--- src/rtl/aopu_div.sv ---
// ----------------------------------------------------------------------------
// aopu_div
// Signed 64-bit divider, quotient truncated toward zero. Restoring, one
// quotient bit per cycle.
// ----------------------------------------------------------------------------
module aopu_div (
    input  logic               aclk,
    input  logic               aresetn,
    input  logic               start,
    input  logic signed [63:0] num,
    input  logic signed [63:0] den,
    output logic               done,
    output logic signed [63:0] quotient
);

    logic        busy_reg;
    logic        done_reg;
    logic [5:0]  cnt_reg;
    logic [63:0] quo_reg;
    logic [63:0] den_reg;
    logic [64:0] rem_reg;
    logic        neg_reg;
    logic [64:0] shifted;
    logic        fits;
    logic [64:0] rem_step;

    always_comb begin
        shifted  = {rem_reg[63:0], quo_reg[63]};
        fits     = (shifted >= {1'b0, den_reg});
        rem_step = fits ? (shifted - {1'b0, den_reg}) : shifted;
    end

    always_ff @(posedge aclk) begin
        if (!aresetn) begin
            busy_reg <= 1'b0;
            done_reg <= 1'b0;
            cnt_reg  <= '0;
        end else begin
            done_reg <= busy_reg && (cnt_reg == 6'd63);
            if (start) begin
                busy_reg <= 1'b1;
                cnt_reg  <= '0;
            end else if (busy_reg) begin
                cnt_reg <= cnt_reg + 6'd1;
                if (cnt_reg == 6'd63) begin
                    busy_reg <= 1'b0;
                end
            end
        end
    end

    always_ff @(posedge aclk) begin
        if (start) begin
            quo_reg <= num[63] ? 64'(-num) : 64'(num);
            den_reg <= den[63] ? 64'(-den) : 64'(den);
            rem_reg <= '0;
            neg_reg <= num[63] ^ den[63];
        end else if (busy_reg) begin
            rem_reg <= rem_step;
            quo_reg <= {quo_reg[62:0], fits};
        end
    end

    assign done     = done_reg;
    assign quotient = neg_reg ? -$signed(quo_reg) : $signed(quo_reg);

endmodule

--- config.mk ---
export PLATFORM = sky130hd
export DESIGN_NAME = aopu_div
export DESIGN_NICKNAME = d
export VERILOG_FILES = /design/src/rtl/aopu_div.sv
export SDC_FILE = /design/constraint.sdc
export NUM_CORES = 1
export LEC_CHECK = 0
export BUFFER_PORTS_ARGS = -buffer_cell sky130_fd_sc_hd__buf_2
export CAP_MARGIN = 40
export CORE_UTILIZATION = 54
export DETAILED_ROUTE_END_ITERATION = 12
export GPL_TIMING_DRIVEN = 0
export PLACE_DENSITY = 0.83
export SLEW_MARGIN = 0
export SYNTH_ARGS = -nofsm -noshare
export SYNTH_HDL_FRONTEND = slang
export SYNTH_SLANG_ARGS = --single-unit
--- constraint.sdc ---
create_clock -name aclk -period 4.7 [get_ports aclk]
set_clock_uncertainty 0.15 [all_clocks]
set_input_delay 0.705 -clock aclk [delete_from_list [all_inputs] [get_ports aclk]]
set_output_delay 0.705 -clock aclk [all_outputs]
set_load 0.005 [all_outputs]
==> PnR_summary.wiki <==
{| class="wikitable"
! Metric !! Value
|-
| Reg2Reg Depth || 15
|-
| Number of antenna violations at the first check in global routing || 1
|-
| Effective utilization at floorplan || 0.555
|-
| WHS Endpoint || den_reg[0]
|-
| Worst Hold Launch || den[0]
|-
| Critical path type || flop to output pin
|-
| Half-perimeter wire length of the detailed placement result || around 36000 um
|-
| Commonest cells after routing, fill and taps aside || 214 x sky130_fd_sc_hd__nand2_1, 195 x sky130_fd_sc_hd__buf_2, 181 x sky130_fd_sc_hd__nor2_1, 159 x sky130_fd_sc_hd__a21oi_1, 152 x sky130_fd_sc_hd__xnor2_1
|-
| Maximum buffer depth of the clock tree || 3
|-
| Post-route minimum period || 5.60 ns
|-
| Via count of the first global-routing pass || 14500
|-
| Maximum number of pins on one net before global-route repair || 64
|-
| Placer's final routability congestion estimate || 0.988
|-
| Pins Over Slew Limit || 0
|-
| Buffer type at the clock tree root || sky130_fd_sc_hd__clkbuf_16
|-
| Worst Setup Slack, final || -0.904 ns
|-
| Most frequent standard cell in the layout excluding fill and tap cells || sky130_fd_sc_hd__nand2_1
|-
| Met2 wire length || 22100 um
|-
| Share of synthesized registers carrying an async set or reset || 0
|-
| Critical path peak fanout || 3
|-
| Capturing element type of the critical path || output pin
|-
| Transition at the pin with the smallest max-transition slack || 1.17 ns
|-
| Detail-routed via count per cell || 6.15
|-
| Via count || 15500
|-
| Cells after synthesis || about 1900
|-
| Total Neg Setup Slack || -5.75 ns
|-
| Synth-to-Final Area Change || 16.3%
|-
| Placeable core area || 28200 um2
|-
| Status || finished, violations left
|-
| Endpoints failing setup || 16
|-
| X dimension of the die || 172 um
|-
| Worst IR Drop VDD || between 200 and 250 uV
|-
| CTS Sinks || around 200
|-
| Clock-pin transition on the worst setup and hold timing paths || about 0.070 ns
|-
| Data arrival time at the worst-slack endpoint || approximately 4.8 ns
|-
| Cell type with the highest occurrence count on the critical path || sky130_fd_sc_hd__or4_4
|-
| Post-placement cell area || 17200 um2
|-
| CTS tree || built
|-
| Power density over the cells || approximately 330 nW/um2
|-
| Filler cells || 2365
|-
| Die area || 29600 um2
|-
| Syn nets || 2082
|-
| Yosys Warn Count || 0
|-
| Synthesized area per cell || 8.31 um2
|-
| Insertion delay to the later sink of the worst-skew pair || ~0.52 ns
|-
| Area of all sequential standard cells || 5320 um2
|-
| Cell Rows || slightly above 60
|-
| Critical Path Slowest Stage Cell || sky130_fd_sc_hd__or4_4
|-
| Dominant synthesized flop cell || sky130_fd_sc_hd__edfxtp_1
|-
| Area of combinational cells with multiple inputs || 9730 um2
|-
| Top-level I/O count || slightly below 200
|-
| Total length of routed wires || 48000 um
|-
| Layout cell share with drive strength beyond 1 || 0.147
|-
| Required time reported for the critical path endpoint || 3.85 ns
|-
| Hold violation count in the final report || 0
|-
| Max-Slew Margin vs Limit || 0.214
|-
| Part of the Yosys area used for sequential elements || 0.340
|-
| Netlist area before placement || 15600 um2
|-
| First-pass GRT wire length || roughly 74000 um
|-
| Crit-path cells || or3_4 -> nor3_4 -> nand4_2 -> or4_4 -> or4_4 -> or3_4 -> nand2b_4 -> or4_4 -> or4_4 -> o41ai_4 -> xnor2_2 -> buf_2
|-
| Length of routed wiring on met1 || roughly 20000 um
|-
| Grt ovf || 0
|-
| Die extent in y || 172 um
|-
| Post-synth EDFFs || 129
|-
| Total met3 wirelength after detailed routing || 4040 um
|-
| Tightest Hold Check Type || input pin to flop
|-
| Number of buffers created by CTS || 23
|-
| FF+latch count, synth || 201
|-
| Worst stage delay on the critical path || 0.52 ns
|-
| Beginning of the worst register-to-register path || den_reg[3]
|-
| Top metal layer carrying routed signals || met4
|-
| Startpoint types || flop
|-
| H-tree level count || 1
|-
| Number of cells traversed by the worst hold path || 1
|-
| Register-to-register setup slack || 0.21 ns
|-
| First-pass DRT Iterations || 8
|-
| Post-DRT Antenna Nets || 0
|-
| Count of unique library cells instantiated by Yosys || 76
|-
| Detailed-route wire length per cell || 19.1 um
|-
| Overall Global Routing Usage || 0.317
|-
| Buffers added on ports || 194
|-
| Non-Filler Cell Area, Final || 18200 um2
|-
| Unrepaired setup endpoints after global routing || true
|-
| Leak pwr || 7.07 nW
|-
| R2r endpoint || rem_reg[40]
|-
| Net count of the finished layout || between 2000 and 2500
|-
| DRC errors left || 0
|-
| Maximum capacitance violations || 0
|-
| Drt initial violations || 1761
|-
| Violated checks || setup timing
|-
| Fmax || 178 MHz
|-
| Post-route fraction of the period consumed by the critical path || 1.19
|}
-- worst max-delay path by stage --
| stage | slack (ns) | to | from | depth (start not counted) |
|---|---|---|---|---|
| final | -0.90 | quotient[61] | quo_reg[4] | 12 |
| after global routing | -0.99 | quotient[61] | quo_reg[5] | 12 |
| after CTS | -0.88 | quotient[61] | quo_reg[5] | 12 |
| after detailed placement | -0.47 | quotient[61] | quo_reg[5] | 12 |
| after global placement | -0.43 | quotient[61] | quo_reg[5] | 12 |
| after floorplan | -0.007 | quotient[61] | quo_reg[5] | 11 |
-- cell families (layout without fill, tap and decap cells) --
family	count (synthesis)	count (layout)	share of synthesized area
AND/OR/NAND/NOR	641	641	0.197
AO/OA/AOI/OAI	521	521	0.213
XOR/XNOR	245	245	0.137
flip-flops	201	201	0.340
buffers and inverters	189	444	0.0456
adder cells (fa/ha/maj)	69	69	0.0557
multiplexers	16	16	0.0112
other	0	1	0
-- final cells by class --
class                   instances  area share
clock inverters                10     0.00716
clock buffers                  31      0.0355
well taps                     378      0.0260
flip-flops and latches        201       0.292
inverters                      96      0.0198
diodes                          1    0.000138
plain buffers                  93      0.0200
repair buffers                214      0.0643
multi-input cells            1492       0.535
-- per-layer routing --
metal  up-vias  global-route usage
met5         -                   0
met3       125              0.0423
met4         0               0.123
met2       775               0.535
met1      7270               0.411
li1       7303                   -
-- critical path: cells and delay by family, from the launching register on --
family / cells / cell delay [ns]
xor gates and xnor gates: 1 / 0.17
AOI/OAI and AO/OA: 1 / 0.41
and+or+nand+nor: 9 / 3.11
buffers and inverters: 1 / 0.14
DFF: 1 / 0.40
-- repair_timing --
action,CTS,global route
pin swaps,6,7
setup buffers,11,5
hold buffers,0,0
resized for setup,14,26
endpoints found under the setup margin,69,79
-- cell usage after synthesis (12+ instances only) --
master / number / area (um2)
sky130_fd_sc_hd__clkbuf_1: 88 / 330
sky130_fd_sc_hd__a21o_1: 33 / 248
sky130_fd_sc_hd__xor2_1: 89 / 780
sky130_fd_sc_hd__nand4_1: 23 / 144
sky130_fd_sc_hd__inv_1: 95 / 357
sky130_fd_sc_hd__o21bai_1: 15 / 113
sky130_fd_sc_hd__a21oi_1: 160 / 801
sky130_fd_sc_hd__mux2_2: 12 / 135
sky130_fd_sc_hd__or3_1: 28 / 175
sky130_fd_sc_hd__and3_1: 13 / 81.3
sky130_fd_sc_hd__or4_1: 20 / 150
sky130_fd_sc_hd__ha_1: 68 / 851
sky130_fd_sc_hd__xnor2_1: 156 / 1370
sky130_fd_sc_hd__nor3_1: 30 / 150
sky130_fd_sc_hd__o21ai_0: 116 / 581
sky130_fd_sc_hd__nand2b_1: 24 / 150
sky130_fd_sc_hd__o41ai_1: 18 / 158
sky130_fd_sc_hd__o211ai_1: 15 / 113
sky130_fd_sc_hd__nand2_1: 215 / 807
sky130_fd_sc_hd__o31ai_1: 52 / 390
sky130_fd_sc_hd__a311oi_1: 51 / 447
sky130_fd_sc_hd__nand3_1: 28 / 140
sky130_fd_sc_hd__edfxtp_1: 129 / 3870
sky130_fd_sc_hd__nor4_1: 17 / 106
sky130_fd_sc_hd__dfxtp_1: 72 / 1440
sky130_fd_sc_hd__nor2_1: 182 / 683
-- power by group --
part	total (W)	internal, W	switching, W
sequential	0.00226	0.00210	0.000163
clock	0.00186	0.00113	0.000731
combinational	0.00194	0.000769	0.00117
total	0.00605	0.00399	0.00206
-- through the flow --
step	setup WS, ns	utilization	std cells	hold slack [ns]	total power (W)
global route	-0.991	0.646	2516	0.264	0.00636
floorplan	-0.00749	-	1882	0.297	0.00351
global placement	-0.435	0.606	2454	0.310	0.00409
CTS	-0.878	0.641	2510	0.260	0.00601
finish	-0.904	0.646	2516	0.266	0.00605
detailed placement	-0.474	0.609	2458	0.336	0.00414
No activity file was read; power rests on OpenSTA's default activity.
