[config.mk]
export PLATFORM = sky130hd
export DESIGN_NAME = aopu_lane
export DESIGN_NICKNAME = d
export VERILOG_FILES = /design/src/rtl/aopu_pkg.sv /design/src/rtl/aopu_lane.sv
export SDC_FILE = /design/constraint.sdc
export NUM_CORES = 2
export LEC_CHECK = 0
export BUFFER_PORTS_ARGS = -buffer_cell sky130_fd_sc_hd__buf_2
export CORE_UTILIZATION = 55
export DETAILED_ROUTE_END_ITERATION = 8
export GPL_TIMING_DRIVEN = 1
export PLACE_DENSITY = 0.72
export REMOVE_ABC_BUFFERS = 1
export SKIP_LAST_GASP = 1
export SLEW_MARGIN = 30
export SYNTH_ARGS = -nofsm -noshare
export SYNTH_HDL_FRONTEND = slang
export SYNTH_SLANG_ARGS = --single-unit
[constraint.sdc]
create_clock -name aclk -period 10.5 [get_ports aclk]
set_clock_uncertainty 0.1 [all_clocks]
set_input_delay 1.05 -clock aclk [delete_from_list [all_inputs] [get_ports aclk]]
set_output_delay 1.05 -clock aclk [all_outputs]
set_load 0.005 [all_outputs]
[src/rtl/aopu_pkg.sv]
// ----------------------------------------------------------------------------
// aopu_pkg
// Shared types, constants and tables of the arc odometry pose update block.
// ----------------------------------------------------------------------------
package aopu_pkg;

    localparam int LANES        = 2;
    localparam int TRIG_BITS    = 30;
    localparam int CORDIC_STEPS = 30;

    localparam logic signed [63:0] RAD_TO_BAM  = 64'sd683565276;
    localparam logic signed [33:0] CORDIC_GAIN = 34'sd652032874;
    localparam logic signed [47:0] POS_MAX     = 48'sh7FFF_FFFF_FFFF;
    localparam logic signed [47:0] POS_MIN     = 48'sh8000_0000_0000;
    localparam logic signed [31:0] DELTA_MAX   = 32'sh7FFF_FFFF;
    localparam logic signed [31:0] DELTA_MIN   = 32'sh8000_0000;
    localparam logic signed [63:0] CHORD_ONE   = 64'sd1 <<< TRIG_BITS;

    typedef enum logic [2:0] {
        CFG_GYRO_COUNT     = 3'd0,
        CFG_HORIZ_COUNT    = 3'd1,
        CFG_VERT_COUNT     = 3'd2,
        CFG_HORIZ_OFFSET_A = 3'd3,
        CFG_HORIZ_OFFSET_B = 3'd4,
        CFG_VERT_OFFSET_A  = 3'd5,
        CFG_VERT_OFFSET_B  = 3'd6
    } cfg_index_t;

    typedef enum logic [1:0] {
        STATUS_OK            = 2'd0,
        STATUS_NO_SOURCE     = 2'd1,
        STATUS_EQUAL_OFFSETS = 2'd2
    } status_t;

    typedef enum logic [4:0] {
        ST_IDLE,
        ST_SELECT,
        ST_HEAD_MUL,
        ST_HEAD_DIV,
        ST_HALF,
        ST_SIN_H,
        ST_CHORD_MUL,
        ST_CHORD_DIV,
        ST_WH_D,
        ST_WH_O,
        ST_WV_D,
        ST_WV_O,
        ST_MERGE,
        ST_SIN_M,
        ST_ROT_A,
        ST_ROT_B,
        ST_DONE
    } seq_state_t;

    typedef struct packed {
        logic signed [31:0] gyro_delta_a;
        logic signed [31:0] gyro_delta_b;
        logic signed [31:0] horiz_dist_a;
        logic signed [31:0] horiz_dist_b;
        logic signed [31:0] vert_dist_a;
        logic signed [31:0] vert_dist_b;
    } in_item_t;

    typedef struct packed {
        logic signed [47:0] position_x;
        logic signed [47:0] position_y;
        logic [31:0]        heading_angle;
        logic [1:0]         status_code;
        logic               no_vertical;
    } out_item_t;

    typedef struct packed {
        logic start;
        logic rnd;
    } lane_cmd_t;

    // atan(2^-i) in binary angle units
    function automatic logic [29:0] atan_bam(input logic [4:0] idx);
        logic [29:0] v;
        unique case (idx)
            5'd0:  v = 30'h20000000;
            5'd1:  v = 30'h12E4051E;
            5'd2:  v = 30'h09FB385B;
            5'd3:  v = 30'h051111D4;
            5'd4:  v = 30'h028B0D43;
            5'd5:  v = 30'h0145D7E1;
            5'd6:  v = 30'h00A2F61E;
            5'd7:  v = 30'h00517C55;
            5'd8:  v = 30'h0028BE53;
            5'd9:  v = 30'h00145F2F;
            5'd10: v = 30'h000A2F98;
            5'd11: v = 30'h000517CC;
            5'd12: v = 30'h00028BE6;
            5'd13: v = 30'h000145F3;
            5'd14: v = 30'h0000A2FA;
            5'd15: v = 30'h0000517D;
            5'd16: v = 30'h000028BE;
            5'd17: v = 30'h0000145F;
            5'd18: v = 30'h00000A30;
            5'd19: v = 30'h00000518;
            5'd20: v = 30'h0000028C;
            5'd21: v = 30'h00000146;
            5'd22: v = 30'h000000A3;
            5'd23: v = 30'h00000051;
            5'd24: v = 30'h00000029;
            5'd25: v = 30'h00000014;
            5'd26: v = 30'h0000000A;
            5'd27: v = 30'h00000005;
            5'd28: v = 30'h00000003;
            5'd29: v = 30'h00000001;
            default: v = 30'h0;
        endcase
        return v;
    endfunction

endpackage

[src/rtl/aopu_lane.sv]
// ----------------------------------------------------------------------------
// aopu_lane
// One multiply lane: 64-bit signed product, modulo 2^64 on the magnitudes,
// optionally rounded by 2^30 with ties away from zero. Uses one 32x32
// multiplier over three partial products.
// ----------------------------------------------------------------------------
module aopu_lane (
    input  logic                aclk,
    input  logic                aresetn,
    input  aopu_pkg::lane_cmd_t cmd,
    input  logic signed [63:0]  op_a,
    input  logic signed [63:0]  op_b,
    output logic                done,
    output logic signed [63:0]  result
);

    localparam logic [2:0] STEP_LAST = 3'd5;

    logic [2:0]         step_reg;
    logic               done_reg;
    logic [63:0]        mag_a_reg;
    logic [63:0]        mag_b_reg;
    logic               neg_reg;
    logic               rnd_reg;
    logic [63:0]        prod_reg;
    logic [63:0]        acc_reg;
    logic signed [63:0] result_reg;
    logic [31:0]        mul_x;
    logic [31:0]        mul_y;
    logic [63:0]        acc_rnd;
    logic [63:0]        mag_out;

    always_comb begin
        unique case (step_reg)
            3'd1: begin
                mul_x = mag_a_reg[31:0];
                mul_y = mag_b_reg[31:0];
            end
            3'd2: begin
                mul_x = mag_a_reg[31:0];
                mul_y = mag_b_reg[63:32];
            end
            default: begin
                mul_x = mag_a_reg[63:32];
                mul_y = mag_b_reg[31:0];
            end
        endcase
        acc_rnd = acc_reg + (64'd1 << (aopu_pkg::TRIG_BITS - 1));
        mag_out = rnd_reg ? (acc_rnd >> aopu_pkg::TRIG_BITS) : acc_reg;
    end

    always_ff @(posedge aclk) begin
        if (!aresetn) begin
            step_reg <= '0;
            done_reg <= 1'b0;
        end else begin
            done_reg <= (step_reg == STEP_LAST);
            if (cmd.start) begin
                step_reg <= 3'd1;
            end else if (step_reg == STEP_LAST) begin
                step_reg <= '0;
            end else if (step_reg != 3'd0) begin
                step_reg <= step_reg + 3'd1;
            end
        end
    end

    always_ff @(posedge aclk) begin
        if (cmd.start) begin
            mag_a_reg <= op_a[63] ? 64'(-op_a) : 64'(op_a);
            mag_b_reg <= op_b[63] ? 64'(-op_b) : 64'(op_b);
            neg_reg   <= op_a[63] ^ op_b[63];
            rnd_reg   <= cmd.rnd;
        end
        case (step_reg)
            3'd1: prod_reg <= 64'(mul_x) * 64'(mul_y);
            3'd2: begin
                acc_reg  <= prod_reg;
                prod_reg <= 64'(mul_x) * 64'(mul_y);
            end
            3'd3: begin
                acc_reg  <= acc_reg + {prod_reg[31:0], 32'h0};
                prod_reg <= 64'(mul_x) * 64'(mul_y);
            end
            3'd4: acc_reg <= acc_reg + {prod_reg[31:0], 32'h0};
            3'd5: result_reg <= neg_reg ? -$signed(mag_out) : $signed(mag_out);
            default: ;
        endcase
    end

    assign done   = done_reg;
    assign result = result_reg;

endmodule

==> reports/metrics.yaml <==
timing:
  period_share_pct: 94.9
  rsz0062_at_grt: "no"
  fmax_mhz: 100
  worst_slew_pin_slew_ns: 1.04
  final_max_slew_viol_count: 0
  slew_headroom_pct: 28.6
  period_needed_ns: 9.97
  fin_ws_ns: 0.534
  setup_viol: 0
  timing_hold_violations_final: 0
clock_tree:
  post_cts_buffers: 0
  cts_root_buffer: "clkbuf_16"
  clk_pin_slew_ns: 0.06
  cts_buffers: 38
  h-tree-depth: 2
  holdBufCountCts: 0
  cts_tree: "built"
  cts_resized: 0
  clk_latency_ns: 0.64
  clockBufferDepth: 3
  clkSinkCount: 326
grt:
  grt_pass1_vias: 40800
  grt_use_total_pct: 34.6
  antenna_found_initial: 6
  grt-ovfl-total: 0
  grt_max_degree: 83
  grt_first_pass_wirelength_um: 241000
route:
  postRouteAntennaNets: 0
  avgRoutedWirePerCell_um: 23.6
  drt-pass1-iter-count: 6
  drc: 0
  wirelength_um: 160000
  initialDrtViolationCount: 3995
  via_count: 40200
  via_per_inst: 5.92
synthesis:
  synthFlopType: "edfxtp_1"
  syn_area_per_cell_um2: 9.30
  yosys.cell_count.top_type: "inv_1"
  synthCells: 5469
  synth_edf_count: 322
  async_reset_ff_share_pct: 0
  ys.warnings.count: 0
  synth.top_cell.area_share_pct: 35.3
  synth_seq_cells: 326
  synth-seq-area-share_pct: 19.2
  synth_area_um2: 50900
  synth_top_area_cell: "fa_1"
  synth_commonest_cells: "inv_1, fa_1, nand2_1"
  synth.distinct_cells: 76
  synth_area_leaders: "fa_1, edfxtp_1, ha_1, inv_1, nand2_1"
worst_setup_path:
  cp_data_required_time_ns: 10.77
  path_max_fanout: 15
  slowest_delay_ns: 0.74
  critical_path.endpoint_type: "flop"
  cp_top_family: "adder cells"
  startpoint_type: "flop"
  worst-setup-path-type: "reg2reg"
  critPathSlowestCell: "mux2i_2"
  worstPathArrival_ns: 10.24
  cp_common_cell: "fa_1"
  crit_buf_inv: 6
layout:
  nets: 6898
  design_area_um2: 54800
  area_delta_synth_final_pct: 7.74
  drive_above_1_share_pct: 8.85
  n_fill_cell: 7833
place:
  dpl_cell_area_um2: 53500
  dp.final_hpwl_um: 127000
  place_ws_ns: 0.643
  globalplace.congestion: 1.04
  io_buffers: 196
worst_hold_path:
  hold_class: "reg2reg"
die:
  io_pins: 197
  row_count: 111
  dieWidth_um: 306
  die_y_um: 306
  coreArea_um2: 91700
  start_util_pct: 55.5
  dieArea_um2: 93700
run:
  max_cap_viol_count: 0
run_status:
  outcome: "complete, no violations"
[area by class of cell]
| class | count | area [µm²] | area share [%] |
|---|---|---|---|
| Multi-Input combinational cell | 3961 | 36900 | 67.3 |
| Sequential cell | 326 | 9750 | 17.8 |
| Inverter | 914 | 3430 | 6.26 |
| Timing Repair Buffer | 325 | 1990 | 3.63 |
| Tap cell | 1186 | 1480 | 2.71 |
| Clock buffer | 48 | 988 | 1.80 |
| Clock inverter | 21 | 243 | 0.443 |
| Antenna cell | 7 | 17.5 | 0.0320 |
[routing by layer]
| layer | vias up | share of wire (%) | track usage [%] |
|---|---|---|---|
| met4 | 2 | 6.7 | 19.8 |
| met2 | 2345 | 45 | 53.7 |
| met3 | 505 | 12 | 10.5 |
| met5 | - | 0.0075 | 0 |
| met1 | 19800 | 36 | 43.0 |
| li1 | 17600 | - | - |
[cell families (layout without fill, tap and decap cells)]
| kind of cell | Yosys count | in the layout | synth area share (%) |
|---|---|---|---|
| AOI/OAI and AO/OA | 615 | 615 | 7.77 |
| xor gates and xnor gates | 256 | 256 | 4.41 |
| adders and majority gates | 1200 | 1200 | 42.7 |
| buffers and inverters | 1182 | 1308 | 8.72 |
| DFF | 326 | 326 | 19.2 |
| muxes | 102 | 102 | 2.09 |
| other | 0 | 7 | 0 |
| and+or+nand+nor | 1788 | 1788 | 15.1 |
[per-stage QoR]
step	cells	TNS [ns]	hold WS (ns)	utilization [%]
6_report	6788	0	0.416	59.8
5_1_grt	6784	0	0.441	59.8
4_1_cts	6780	0	0.409	59.8
3_5_place_dp	6711	0	0.408	58.4
3_3_place_gp	6711	0	0.402	58.4
2_1_floorplan	5201	-224.40	0.395	-
[worst min-delay path, delay by kind of cell, from the launching register on]
kind	cells	cell delay, ns
AOI/OAI and AO/OA	1	0.06
DFF	1	0.32
and+or+nand+nor	1	0.04
[cell usage in the layout (no fill, tap or decap), types with 57 or more instances in the layout]
master	count
o21ai_0	176
a21oi_1	130
inv_1	914
xnor2_1	199
buf_2	193
xor2_1	57
buf_4	129
fa_1	897
nor2_1	673
edfxtp_1	322
nand2_1	727
ha_1	303
[worst paths after layout]
path | from | endpoint | slack (ns) | cells after the start
setup / recovery | step_reg[0] | prod_reg[56] | 0.53 | 28
hold / removal | prod_reg[44] | acc_reg[44] | 0.42 | 2
setup reg to reg | step_reg[0] | prod_reg[56] | 0.53 | 28
hold reg to reg | prod_reg[44] | acc_reg[44] | 0.42 | 2
Power is left out: the tool's default activity adds up to more than one toggle a clock period on the data nets, which glitch-free logic cannot reach.
